## src/rtl/assert_macros.svh

```systemverilog
// Assertion helpers included by the dedup table unit.
// Every check is sampled on the rising edge of clk and is off while rst_n is low.
`ifndef ASSERT_MACROS_SVH
`define ASSERT_MACROS_SVH

// The condition holds at every clock edge.
`define ASSERT_ALWAYS(label, cond, msg) \
  label: assert property (@(posedge clk) disable iff (!rst_n) (cond)) else $error(msg);

// The consequent holds in the same cycle as the antecedent.
`define ASSERT_IMPLY(label, ante, cons, msg) \
  label: assert property (@(posedge clk) disable iff (!rst_n) (ante) |-> (cons)) else $error(msg);

// The consequent holds in the cycle after the antecedent.
`define ASSERT_NEXT(label, ante, cons, msg) \
  label: assert property (@(posedge clk) disable iff (!rst_n) (ante) |=> (cons)) else $error(msg);

`endif

```

## src/rtl/irdt_pkg.sv

```systemverilog
package irdt_pkg;

  // Table geometry.
  localparam int TABLE_DEPTH = 32;
  localparam int SLOT_LIMIT  = (TABLE_DEPTH < 32) ? TABLE_DEPTH : 32;
  localparam int SLOT_IDX_W  = $clog2(SLOT_LIMIT);
  localparam int SLOT_W      = 5;
  localparam int ORDER_DEPTH = 32;
  localparam int ORDER_IDX_W = 5;
  localparam int COUNT_W     = 6;

  localparam logic [COUNT_W-1:0] ORDER_FULL   = COUNT_W'(ORDER_DEPTH);
  localparam logic [COUNT_W-1:0] SLOT_LIMIT_C = COUNT_W'(SLOT_LIMIT);

  // Configuration register indexes and reset values.
  localparam int CFG_IDX_W  = 2;
  localparam int CFG_DATA_W = 16;
  localparam logic [CFG_IDX_W-1:0] CFG_KEEP_SECS  = 2'd0;
  localparam logic [CFG_IDX_W-1:0] CFG_HANG_LIMIT = 2'd1;
  localparam logic [CFG_IDX_W-1:0] CFG_ENTRY_CAP  = 2'd2;

  localparam logic [15:0] KEEP_SECS_RST  = 16'd5;
  localparam logic [15:0] HANG_LIMIT_RST = 16'd30;
  localparam logic [4:0]  ENTRY_CAP_RST  = 5'd31;

  // Request kinds.
  localparam logic KIND_NEW  = 1'b0;
  localparam logic KIND_DONE = 1'b1;

  // Verdict codes.
  localparam logic [1:0] VERDICT_ACCEPT = 2'd0;
  localparam logic [1:0] VERDICT_DUP    = 2'd1;
  localparam logic [1:0] VERDICT_DROP   = 2'd2;
  localparam logic [1:0] VERDICT_KILL   = 2'd3;

  typedef struct packed {
    logic              kind;
    logic [31:0]       now_seconds;
    logic [31:0]       client_addr;
    logic [15:0]       client_port;
    logic [7:0]        request_id;
    logic [SLOT_W-1:0] done_slot;
  } req_t;

  typedef struct packed {
    logic [1:0]        verdict;
    logic [SLOT_W-1:0] slot;
    logic              last;
  } rsp_t;

  // One table entry as stored in the entry memory.
  typedef struct packed {
    logic        pending;
    logic [31:0] stamp;
    logic [31:0] addr;
    logic [15:0] port;
    logic [7:0]  ident;
  } rec_t;

  localparam int REC_W = $bits(rec_t);

endpackage

```

## src/rtl/irdt_ram.sv

```systemverilog
module irdt_ram #(
  parameter int WIDTH = 8,
  parameter int DEPTH = 32,
  localparam int AW = (DEPTH > 1) ? $clog2(DEPTH) : 1
) (
  input  logic             clk,
  input  logic             wr_en,
  input  logic [AW-1:0]    wr_addr,
  input  logic [WIDTH-1:0] wr_data,
  input  logic [AW-1:0]    rd_addr,
  output logic [WIDTH-1:0] rd_data
);

  logic [WIDTH-1:0] mem [DEPTH];
  logic [WIDTH-1:0] rd_data_r;

  // One write port and one registered read port.
  always_ff @(posedge clk) begin
    if (wr_en) begin
      mem[wr_addr] <= wr_data;
    end
    rd_data_r <= mem[rd_addr];
  end

  assign rd_data = rd_data_r;

endmodule

```

## src/rtl/inflight_request_dedup_table_unit.sv

```systemverilog
// Sequence: a new request walks the order list through the order stage and the evaluate
// stage, then decides; a duplicate adds a compaction sweep of the rest of the list.
// A completion reads the entry, then writes it, keeps busy high and gives no result.
// Throughput: one request at a time; the walk reads one entry per cycle through the
// order memory and the entry memory.
// Reset (rst_n low at a clock edge) empties the table and restores register defaults.
module inflight_request_dedup_table_unit (
  input  logic                                clk,
  input  logic                                rst_n,
  input  logic                                start,
  output logic                                busy,
  input  irdt_pkg::req_t                      in_data,
  output logic                                out_valid,
  output irdt_pkg::rsp_t                      out_data,
  input  logic                                cfg_we,
  input  logic [irdt_pkg::CFG_IDX_W-1:0]      cfg_index,
  input  logic [irdt_pkg::CFG_DATA_W-1:0]     cfg_wdata
);

  `include "assert_macros.svh"

  localparam logic [2:0] ST_IDLE    = 3'd0;
  localparam logic [2:0] ST_CMPL_RD = 3'd1;
  localparam logic [2:0] ST_CMPL_WR = 3'd2;
  localparam logic [2:0] ST_WALK    = 3'd3;
  localparam logic [2:0] ST_DECIDE  = 3'd4;
  localparam logic [2:0] ST_COPY    = 3'd5;

  // Control and configuration registers.
  logic [2:0]                              state_r, state_nxt;
  logic [irdt_pkg::SLOT_LIMIT-1:0]         valid_r, valid_nxt;
  logic [irdt_pkg::COUNT_W-1:0]            count_r, count_nxt;
  logic [15:0]                             cleanup_r, cleanup_nxt;
  logic [15:0]                             hang_r, hang_nxt;
  logic [4:0]                              max_r, max_nxt;
  irdt_pkg::req_t                          req_r, req_nxt;

  // Walk pipeline: read pointer, write pointer, order stage and evaluate stage.
  logic [irdt_pkg::COUNT_W-1:0]            rd_r, rd_nxt;
  logic [irdt_pkg::COUNT_W-1:0]            w_r, w_nxt;
  logic                                    b_vld_r, b_vld_nxt;
  logic [irdt_pkg::ORDER_IDX_W-1:0]        b_idx_r, b_idx_nxt;
  logic                                    c_vld_r, c_vld_nxt;
  logic [irdt_pkg::SLOT_W-1:0]             c_slot_r, c_slot_nxt;
  logic [irdt_pkg::ORDER_IDX_W-1:0]        c_idx_r, c_idx_nxt;

  logic                                    out_valid_r, out_valid_nxt;
  irdt_pkg::rsp_t                          out_data_r, out_data_nxt;

  // Memory ports.
  logic                                    ord_we;
  logic [irdt_pkg::ORDER_IDX_W-1:0]        ord_waddr;
  logic [irdt_pkg::SLOT_W-1:0]             ord_wdata;
  logic [irdt_pkg::SLOT_W-1:0]             ord_rdata;
  logic                                    rec_we;
  logic [irdt_pkg::SLOT_IDX_W-1:0]         rec_waddr;
  irdt_pkg::rec_t                          rec_wdata;
  logic [irdt_pkg::SLOT_IDX_W-1:0]         rec_raddr;
  logic [irdt_pkg::REC_W-1:0]              rec_rdata;
  irdt_pkg::rec_t                          rec_q;

  // Entry evaluation.
  logic [irdt_pkg::SLOT_IDX_W-1:0]         c_sidx;
  logic [irdt_pkg::SLOT_IDX_W-1:0]         done_sidx;
  logic [31:0]                             clean_sum;
  logic [31:0]                             hang_sum;
  logic                                    ent_live;
  logic                                    expired;
  logic                                    key_hit;
  logic                                    hung;
  logic                                    ev_drop;
  logic                                    dup_hit;
  logic                                    ev_keep;
  logic                                    ev_kill;
  logic                                    done_live;
  logic                                    full;
  logic                                    free_found;
  logic [irdt_pkg::SLOT_IDX_W-1:0]         free_idx;

  irdt_ram #(
    .WIDTH (irdt_pkg::SLOT_W),
    .DEPTH (irdt_pkg::ORDER_DEPTH)
  ) u_order_ram (
    .clk     (clk),
    .wr_en   (ord_we),
    .wr_addr (ord_waddr),
    .wr_data (ord_wdata),
    .rd_addr (rd_r[irdt_pkg::ORDER_IDX_W-1:0]),
    .rd_data (ord_rdata)
  );

  irdt_ram #(
    .WIDTH (irdt_pkg::REC_W),
    .DEPTH (irdt_pkg::SLOT_LIMIT)
  ) u_entry_ram (
    .clk     (clk),
    .wr_en   (rec_we),
    .wr_addr (rec_waddr),
    .wr_data (rec_wdata),
    .rd_addr (rec_raddr),
    .rd_data (rec_rdata)
  );

  assign rec_q     = irdt_pkg::rec_t'(rec_rdata);
  assign c_sidx    = c_slot_r[irdt_pkg::SLOT_IDX_W-1:0];
  assign done_sidx = req_r.done_slot[irdt_pkg::SLOT_IDX_W-1:0];

  // The entry memory is read at the completion slot, otherwise at the slot
  // that the order memory has just returned.
  assign rec_raddr = (state_r == ST_CMPL_RD) ? done_sidx
                                             : ord_rdata[irdt_pkg::SLOT_IDX_W-1:0];

  // Checks on the entry in the evaluate stage.
  assign clean_sum = rec_q.stamp + {16'd0, cleanup_r};
  assign hang_sum  = rec_q.stamp + {16'd0, hang_r};
  assign ent_live  = ({1'b0, c_slot_r} < irdt_pkg::SLOT_LIMIT_C) && valid_r[c_sidx];
  assign expired   = !rec_q.pending && (clean_sum <= req_r.now_seconds);
  assign key_hit   = (rec_q.addr == req_r.client_addr) && (rec_q.port == req_r.client_port)
                     && (rec_q.ident == req_r.request_id);
  assign hung      = rec_q.pending && (hang_sum <= req_r.now_seconds);

  assign ev_drop = (state_r == ST_WALK) && c_vld_r && ent_live && expired;
  assign dup_hit = (state_r == ST_WALK) && c_vld_r && ent_live && !expired && key_hit;
  assign ev_keep = (state_r == ST_WALK) && c_vld_r && ent_live && !expired && !key_hit;
  assign ev_kill = ev_keep && hung;

  assign done_live = ({1'b0, req_r.done_slot} < irdt_pkg::SLOT_LIMIT_C)
                     && valid_r[done_sidx] && rec_q.pending;

  assign full = (w_r > {1'b0, max_r}) || (w_r >= irdt_pkg::ORDER_FULL);

  // Lowest free slot.
  always_comb begin
    free_found = 1'b0;
    free_idx   = '0;
    for (int i = irdt_pkg::SLOT_LIMIT - 1; i >= 0; i--) begin
      if (!valid_r[i]) begin
        free_found = 1'b1;
        free_idx   = irdt_pkg::SLOT_IDX_W'(i);
      end
    end
  end

  // Sequencer, walk pipeline and memory write ports.
  always_comb begin
    state_nxt     = state_r;
    valid_nxt     = valid_r;
    count_nxt     = count_r;
    cleanup_nxt   = cleanup_r;
    hang_nxt      = hang_r;
    max_nxt       = max_r;
    req_nxt       = req_r;
    rd_nxt        = rd_r;
    w_nxt         = w_r;
    b_vld_nxt     = 1'b0;
    b_idx_nxt     = b_idx_r;
    c_vld_nxt     = 1'b0;
    c_slot_nxt    = c_slot_r;
    c_idx_nxt     = c_idx_r;
    out_valid_nxt = 1'b0;
    out_data_nxt  = out_data_r;
    ord_we        = 1'b0;
    ord_waddr     = w_r[irdt_pkg::ORDER_IDX_W-1:0];
    ord_wdata     = c_slot_r;
    rec_we        = 1'b0;
    rec_waddr     = c_sidx;
    rec_wdata     = rec_q;

    // Configuration writes must arrive only while the block is idle; the block does not enforce this.
    if (cfg_we) begin
      case (cfg_index)
        irdt_pkg::CFG_KEEP_SECS:  cleanup_nxt = cfg_wdata[15:0];
        irdt_pkg::CFG_HANG_LIMIT: hang_nxt    = cfg_wdata[15:0];
        irdt_pkg::CFG_ENTRY_CAP:  max_nxt     = cfg_wdata[4:0];
        default: ;
      endcase
    end

    case (state_r)
      ST_IDLE: begin
        if (start) begin
          req_nxt = in_data;
          rd_nxt  = '0;
          w_nxt   = '0;
          state_nxt = (in_data.kind == irdt_pkg::KIND_DONE) ? ST_CMPL_RD : ST_WALK;
        end
      end

      ST_CMPL_RD: begin
        state_nxt = ST_CMPL_WR;
      end

      // Mark a pending entry finished and restamp it.
      ST_CMPL_WR: begin
        if (done_live) begin
          rec_we            = 1'b1;
          rec_waddr         = done_sidx;
          rec_wdata.pending = 1'b0;
          rec_wdata.stamp   = req_r.now_seconds;
        end
        state_nxt = ST_IDLE;
      end

      ST_WALK: begin
        // Issue the next order read unless the walk stops here.
        if ((rd_r < count_r) && !dup_hit) begin
          b_vld_nxt = 1'b1;
          b_idx_nxt = rd_r[irdt_pkg::ORDER_IDX_W-1:0];
          rd_nxt    = rd_r + 1'b1;
        end
        // The order stage hands its slot to the evaluate stage.
        c_vld_nxt  = b_vld_r && !dup_hit;
        c_slot_nxt = ord_rdata;
        c_idx_nxt  = b_idx_r;

        if (ev_drop) begin
          valid_nxt[c_sidx] = 1'b0;
        end
        if (ev_keep) begin
          ord_we = 1'b1;
          w_nxt  = w_r + 1'b1;
        end
        if (ev_kill) begin
          rec_we            = 1'b1;
          rec_wdata.pending = 1'b0;
          out_valid_nxt     = 1'b1;
          out_data_nxt      = '{verdict: irdt_pkg::VERDICT_KILL, slot: c_slot_r, last: 1'b0};
        end
        if (dup_hit) begin
          out_valid_nxt = 1'b1;
          out_data_nxt  = '{verdict: irdt_pkg::VERDICT_DUP, slot: '0, last: 1'b1};
          rd_nxt        = {1'b0, c_idx_r};
          state_nxt     = ST_COPY;
        end else if ((rd_r == count_r) && !b_vld_r && !c_vld_r) begin
          state_nxt = ST_DECIDE;
        end
      end

      // Append the request in the lowest free slot, or drop it.
      ST_DECIDE: begin
        out_valid_nxt = 1'b1;
        count_nxt     = w_r;
        if (full || !free_found) begin
          out_data_nxt = '{verdict: irdt_pkg::VERDICT_DROP, slot: '0, last: 1'b1};
        end else begin
          valid_nxt[free_idx] = 1'b1;
          count_nxt           = w_r + 1'b1;
          ord_we              = 1'b1;
          ord_wdata           = irdt_pkg::SLOT_W'(free_idx);
          rec_we              = 1'b1;
          rec_waddr           = free_idx;
          rec_wdata           = '{pending: 1'b1, stamp: req_r.now_seconds,
                                  addr: req_r.client_addr, port: req_r.client_port,
                                  ident: req_r.request_id};
          out_data_nxt        = '{verdict: irdt_pkg::VERDICT_ACCEPT,
                                  slot: irdt_pkg::SLOT_W'(free_idx), last: 1'b1};
        end
        state_nxt = ST_IDLE;
      end

      // Shift the order list, from the duplicate on, down behind the survivors.
      ST_COPY: begin
        if (rd_r < count_r) begin
          b_vld_nxt = 1'b1;
          rd_nxt    = rd_r + 1'b1;
        end
        if (b_vld_r) begin
          ord_we    = 1'b1;
          ord_wdata = ord_rdata;
          w_nxt     = w_r + 1'b1;
        end
        if ((rd_r == count_r) && !b_vld_r) begin
          count_nxt = w_r;
          state_nxt = ST_IDLE;
        end
      end

      default: begin
        state_nxt = ST_IDLE;
      end
    endcase
  end

  // Control registers.
  always_ff @(posedge clk) begin
    if (!rst_n) begin
      state_r     <= ST_IDLE;
      valid_r     <= '0;
      count_r     <= '0;
      cleanup_r   <= irdt_pkg::KEEP_SECS_RST;
      hang_r      <= irdt_pkg::HANG_LIMIT_RST;
      max_r       <= irdt_pkg::ENTRY_CAP_RST;
      b_vld_r     <= 1'b0;
      c_vld_r     <= 1'b0;
      out_valid_r <= 1'b0;
    end else begin
      state_r     <= state_nxt;
      valid_r     <= valid_nxt;
      count_r     <= count_nxt;
      cleanup_r   <= cleanup_nxt;
      hang_r      <= hang_nxt;
      max_r       <= max_nxt;
      b_vld_r     <= b_vld_nxt;
      c_vld_r     <= c_vld_nxt;
      out_valid_r <= out_valid_nxt;
    end
  end

  // Payload and pointer registers.
  always_ff @(posedge clk) begin
    req_r      <= req_nxt;
    rd_r       <= rd_nxt;
    w_r        <= w_nxt;
    b_idx_r    <= b_idx_nxt;
    c_slot_r   <= c_slot_nxt;
    c_idx_r    <= c_idx_nxt;
    out_data_r <= out_data_nxt;
  end

  assign busy      = (state_r != ST_IDLE);
  assign out_valid = out_valid_r;
  assign out_data  = out_data_r;

  // The evaluate stage only carries entries during the walk.
  `ASSERT_IMPLY(a_stage_in_walk, c_vld_r, state_r == ST_WALK, "evaluate stage busy outside walk")
  // Compaction never overtakes the entry being evaluated.
  `ASSERT_IMPLY(a_write_behind, c_vld_r, w_r <= {1'b0, c_idx_r}, "order write ahead of read")
  `ASSERT_ALWAYS(a_count_range, count_r <= irdt_pkg::ORDER_FULL, "entry count out of range")
  `ASSERT_NEXT(a_start_busy, start && !busy, busy, "request taken without going busy")
  // A kill notice is never the final result of a request.
  `ASSERT_IMPLY(a_kill_busy, out_valid && out_data.verdict == irdt_pkg::VERDICT_KILL, busy,
                "kill notice after the request ended")

endmodule
```

## config.mk

```make
export PLATFORM = sky130hd
export DESIGN_NAME = inflight_request_dedup_table_unit
export DESIGN_NICKNAME = d
export VERILOG_FILES = /design/src/rtl/irdt_pkg.sv /design/src/rtl/irdt_ram.sv /design/src/rtl/inflight_request_dedup_table_unit.sv
export VERILOG_INCLUDE_DIRS = /design/src /design/src/rtl
export SDC_FILE = /design/constraint.sdc
export NUM_CORES = 2
export LEC_CHECK = 0
export ABC_AREA = 0
export BUFFER_PORTS_ARGS = -buffer_cell sky130_fd_sc_hd__buf_4
export CORE_UTILIZATION = 63
export DETAILED_ROUTE_END_ITERATION = 10
export PLACE_DENSITY = 0.8
export SKIP_LAST_GASP = 1
export SLEW_MARGIN = 25
export SYNTH_ARGS = -nofsm -noshare
export SYNTH_HDL_FRONTEND = slang
export SYNTH_SLANG_ARGS = --single-unit
```

## constraint.sdc

```tcl
create_clock -name clk -period 15.2 [get_ports clk]
set_clock_uncertainty 0.15 [all_clocks]
set_input_delay 0.76 -clock clk [delete_from_list [all_inputs] [get_ports clk]]
set_output_delay 0.76 -clock clk [all_outputs]
set_load 0.1 [all_outputs]
```

==> impl_results.md <==
* CP Launch Type: register
* Delay-heaviest family, CP: compound AO/OA/AOI/OAI gates
* Fillers at 11600
* CTS buffer count at 336
* Grt ovf at 0
* Most numerous cell in the Yosys netlist: edfxtp_1
* Max VDD drop at 0.155 mV
* Total vias in the final route at 74700
* Critical path cell sequence: ha_1 > fa_1 > a21o_1 > a21oi_1 > o21ai_0 > a211oi_1 > nor3_1 > o31ai_1 > buf_4 > a21boi_0 > xor2_1 > ha_1 > nand4_1 > or4_1 > nor4_2 > o21ai_0 > a211o_1 > o211ai_1 > nand4_1 > buf_4 > nor3_2 > buf_4 > buf_4
* Slowest cell delay on critical path at 0.88 ns
* Flip-flop and latch area at 97700 um2
* WL final at 349000 um
* Routed vias/inst at 6.96
* Buf/Inv on CP at 4
* DRC at 0
* Period minus WS final at 8.10 ns
* Worst Path Max Fanout at 54
* Largest area contributor in the netlist: edfxtp_1
* Register bit total from synthesis at 3311
* Area delta synth->final at 12.4%
* Final setup TNS at 0 ns
* Initial antenna violation count at 7
* Synth Area per Inst at 17.9 um2
* First-pass DRT Iterations at 9
* Wire length per cell at 32.5 um
* Dpl cells at 10000
* Crit end category: register
* Row count at 167
* Overall power at 25.5 mW
* Hold crit path type: in -> reg
* Pin count of the biggest net entering global routing at 151
* Netlist cell types at 92
* DIE AREA at 211000 um2
* Status: finished, final reports clean
* First DRT Iteration DRCs at 11100
* Top cell type's share of synthesized area at 0.716
* TritonCTS clock tree: yes
* Worst-Margin Slew at 1.18 ns
* Met3 GRT Util at 0.0618
* CTS Sinks at 3311
* Number of nets with antenna violations after routing at 0
* Mapped Area at 132000 um2
* First-pass GRT wire length at 505000 um
* Fraction of registers with async set/reset at 0
* Area of the multi-input gates at 32400 um2
* GRT Total Usage at 0.331
* Worst EP arrival at 8.49 ns
* Crit path top cell by count: buf_4
* Post-Layout Cell Count at 10700
* CP Class: reg -> reg
* Clock Latency Late Sink at 0.99 ns
* Slew headroom at 0.210
* Post_cts resized at 0
* Routing usage on met2 at 0.534
* Vias in the first global route at 76500
* Gpl congestion at 0.905
* Leakage power at 49.1 nW
* IO Count at 126
* Layer with the highest usage: met2
* Hold Violations, Final at 0
* DP HPWL at 170000 um
* Longest Clk Path Bufs at 4
* Syn Nets at 7595
* Final cycle utilization of the critical path at 0.533
* Post-CTS Setup Bufs at 0
* Pwr dens at 173 nW/um2
* Layout cells sized above 1 at 0.199
* Layout Utilization at 0.713
* EDFF count, synth at 3136
* NumNets Final at 7906
* I/O Buffers at 125
* DIE HEIGHT at 459 um
* RSZ-0062 raised after global routing: no
* Core area at 207000 um2
* Final setup viols at 0
* H-tree lvl count at 5
* Top cells by area, synth: edfxtp_1, mux4_2, nand2_1, dfxtp_1, nand3_1
* Most used DFF post-synth: edfxtp_1
* Post-Syn Instances at 7365
* Root Buffer: clkbuf_16
* CTS clk-pin slew, worst paths at 0.06 ns
* Die width at 459 um
* Pins Over Slew Limit at 0
* Worst path slowest cell: buf_4
* Yosys warnings at 0
* F_max at 123 MHz
* Sequential area share after synthesis at 0.743
* Initial Util at 0.634
* Met1 Resource Use GR at 0.447
* WP data required at 15.59 ns
* Max Cap Viol at 0
* Commonest cells in the netlist: edfxtp_1, nand2_1, mux4_2
[sequential cells by signal, summed over array words and instances (netlist names), 6 cells and up]
signal               count
w_r                      6
u_order_ram.mem        160
valid_r                 32
out_data                 8
count_r                  6
rd_r                     6
u_entry_ram.rd_data     89
hang_r                  16
req_r                   88
cleanup_r               16
u_entry_ram.mem       2848
[path summary, 6_finish.rpt]
check | from | to | slack (ns) | cells after the start
worst min-delay path | in_data[93] | state_r[1] | 0.08 | 4
worst min register to register | b_idx_r[4] | c_idx_r[4] | 0.27 | 0
worst max-delay path | u_entry_ram.rd_data[56] | u_entry_ram.mem[3][68] | 7.10 | 23
worst max register to register | u_entry_ram.rd_data[56] | u_entry_ram.mem[3][68] | 7.10 | 23
[worst reg2reg max path, stage by stage, from the launching register on]
cell and delay [ns]:
dfxtp_1 0.33, ha_1 0.22, fa_1 0.41, a21o_1 0.18, a21oi_1 0.27, o21ai_0 0.22
a211oi_1 0.37, nor3_1 0.15, o31ai_1 0.24, buf_4 0.21, a21boi_0 0.11, xor2_1 0.17
ha_1 0.33, nand4_1 0.17, or4_1 0.52, nor4_2 0.30, o21ai_0 0.12, a211o_1 0.36
o211ai_1 0.20, nand4_1 0.13, buf_4 0.27, nor3_2 0.78, buf_4 0.56, buf_4 0.90
[final cells by class]
type	instances	share of cell area
sequential	3311	0.661
multi-input combinational	3591	0.219
clock buffer	444	0.0619
tap	2788	0.0236
timing repair buffer	359	0.0224
clock inverter	155	0.00994
inverter	77	0.00199
antenna	3	0.0000508
[logic make-up (layout without fill, tap and decap cells)]
group / after synthesis / in the layout / share of synthesized area
flops: 3311 / 3311 / 0.743
xor+xnor: 122 / 122 / 0.00812
simple gates: 2079 / 2079 / 0.0695
compound gates: 466 / 466 / 0.0227
fa+ha+maj: 114 / 114 / 0.0110
mux: 810 / 810 / 0.132
buf+inv: 463 / 1035 / 0.0144
other cells: 0 / 3 / 0
[timing repair]
item	CTS	global route
setup endpoints to repair	0	0
hold endpoints to repair	131	0
hold buffers	110	0
[where the power goes]
group / leakage, nW / internal, mW / switching (mW)
Sequential: 29.8 / 11.4 / 0.216
Combinational: 14.2 / 1.87 / 3.91
Clock: 5.17 / 4.66 / 3.47
Total: 49.1 / 17.9 / 7.60
[layout by cell type, fill, tap and decap left out, types with 25 or more instances in the layout]
master,count
ha_1,112
clkinv_1,49
bufinv_16,25
xnor2_1,38
nor2_1,104
buf_4,219
o211ai_1,26
clkbuf_1,85
inv_1,72
dlygate4sd3_1,110
mux2i_1,58
o21ai_1,83
clkbuf_16,345
nand3_1,521
dfxtp_1,175
a21oi_1,101
o21ai_0,68
nor3_1,42
o221ai_1,32
clkinv_2,55
edfxtp_1,3136
nand4_1,39
nand2_1,1171
nand2_2,45
xor2_1,84
mux4_2,734
[routing by layer]
layer	vias up	wire, um
met4	10	16300
met3	1064	37700
li1	29700	-
met1	38000	124000
met5	-	66
met2	5872	170000
[per-stage QoR]
stage	instance area [um2]	hold WS [ns]	setup WS, ns
after floorplan	132000	0.250	3.44
after global placement	136000	0.252	7.05
after detailed placement	136000	0.255	7.12
after CTS	148000	0.0234	6.96
after global routing	148000	0.0590	6.65
final	148000	0.0751	7.10
(Power assumes the default switching activity.)
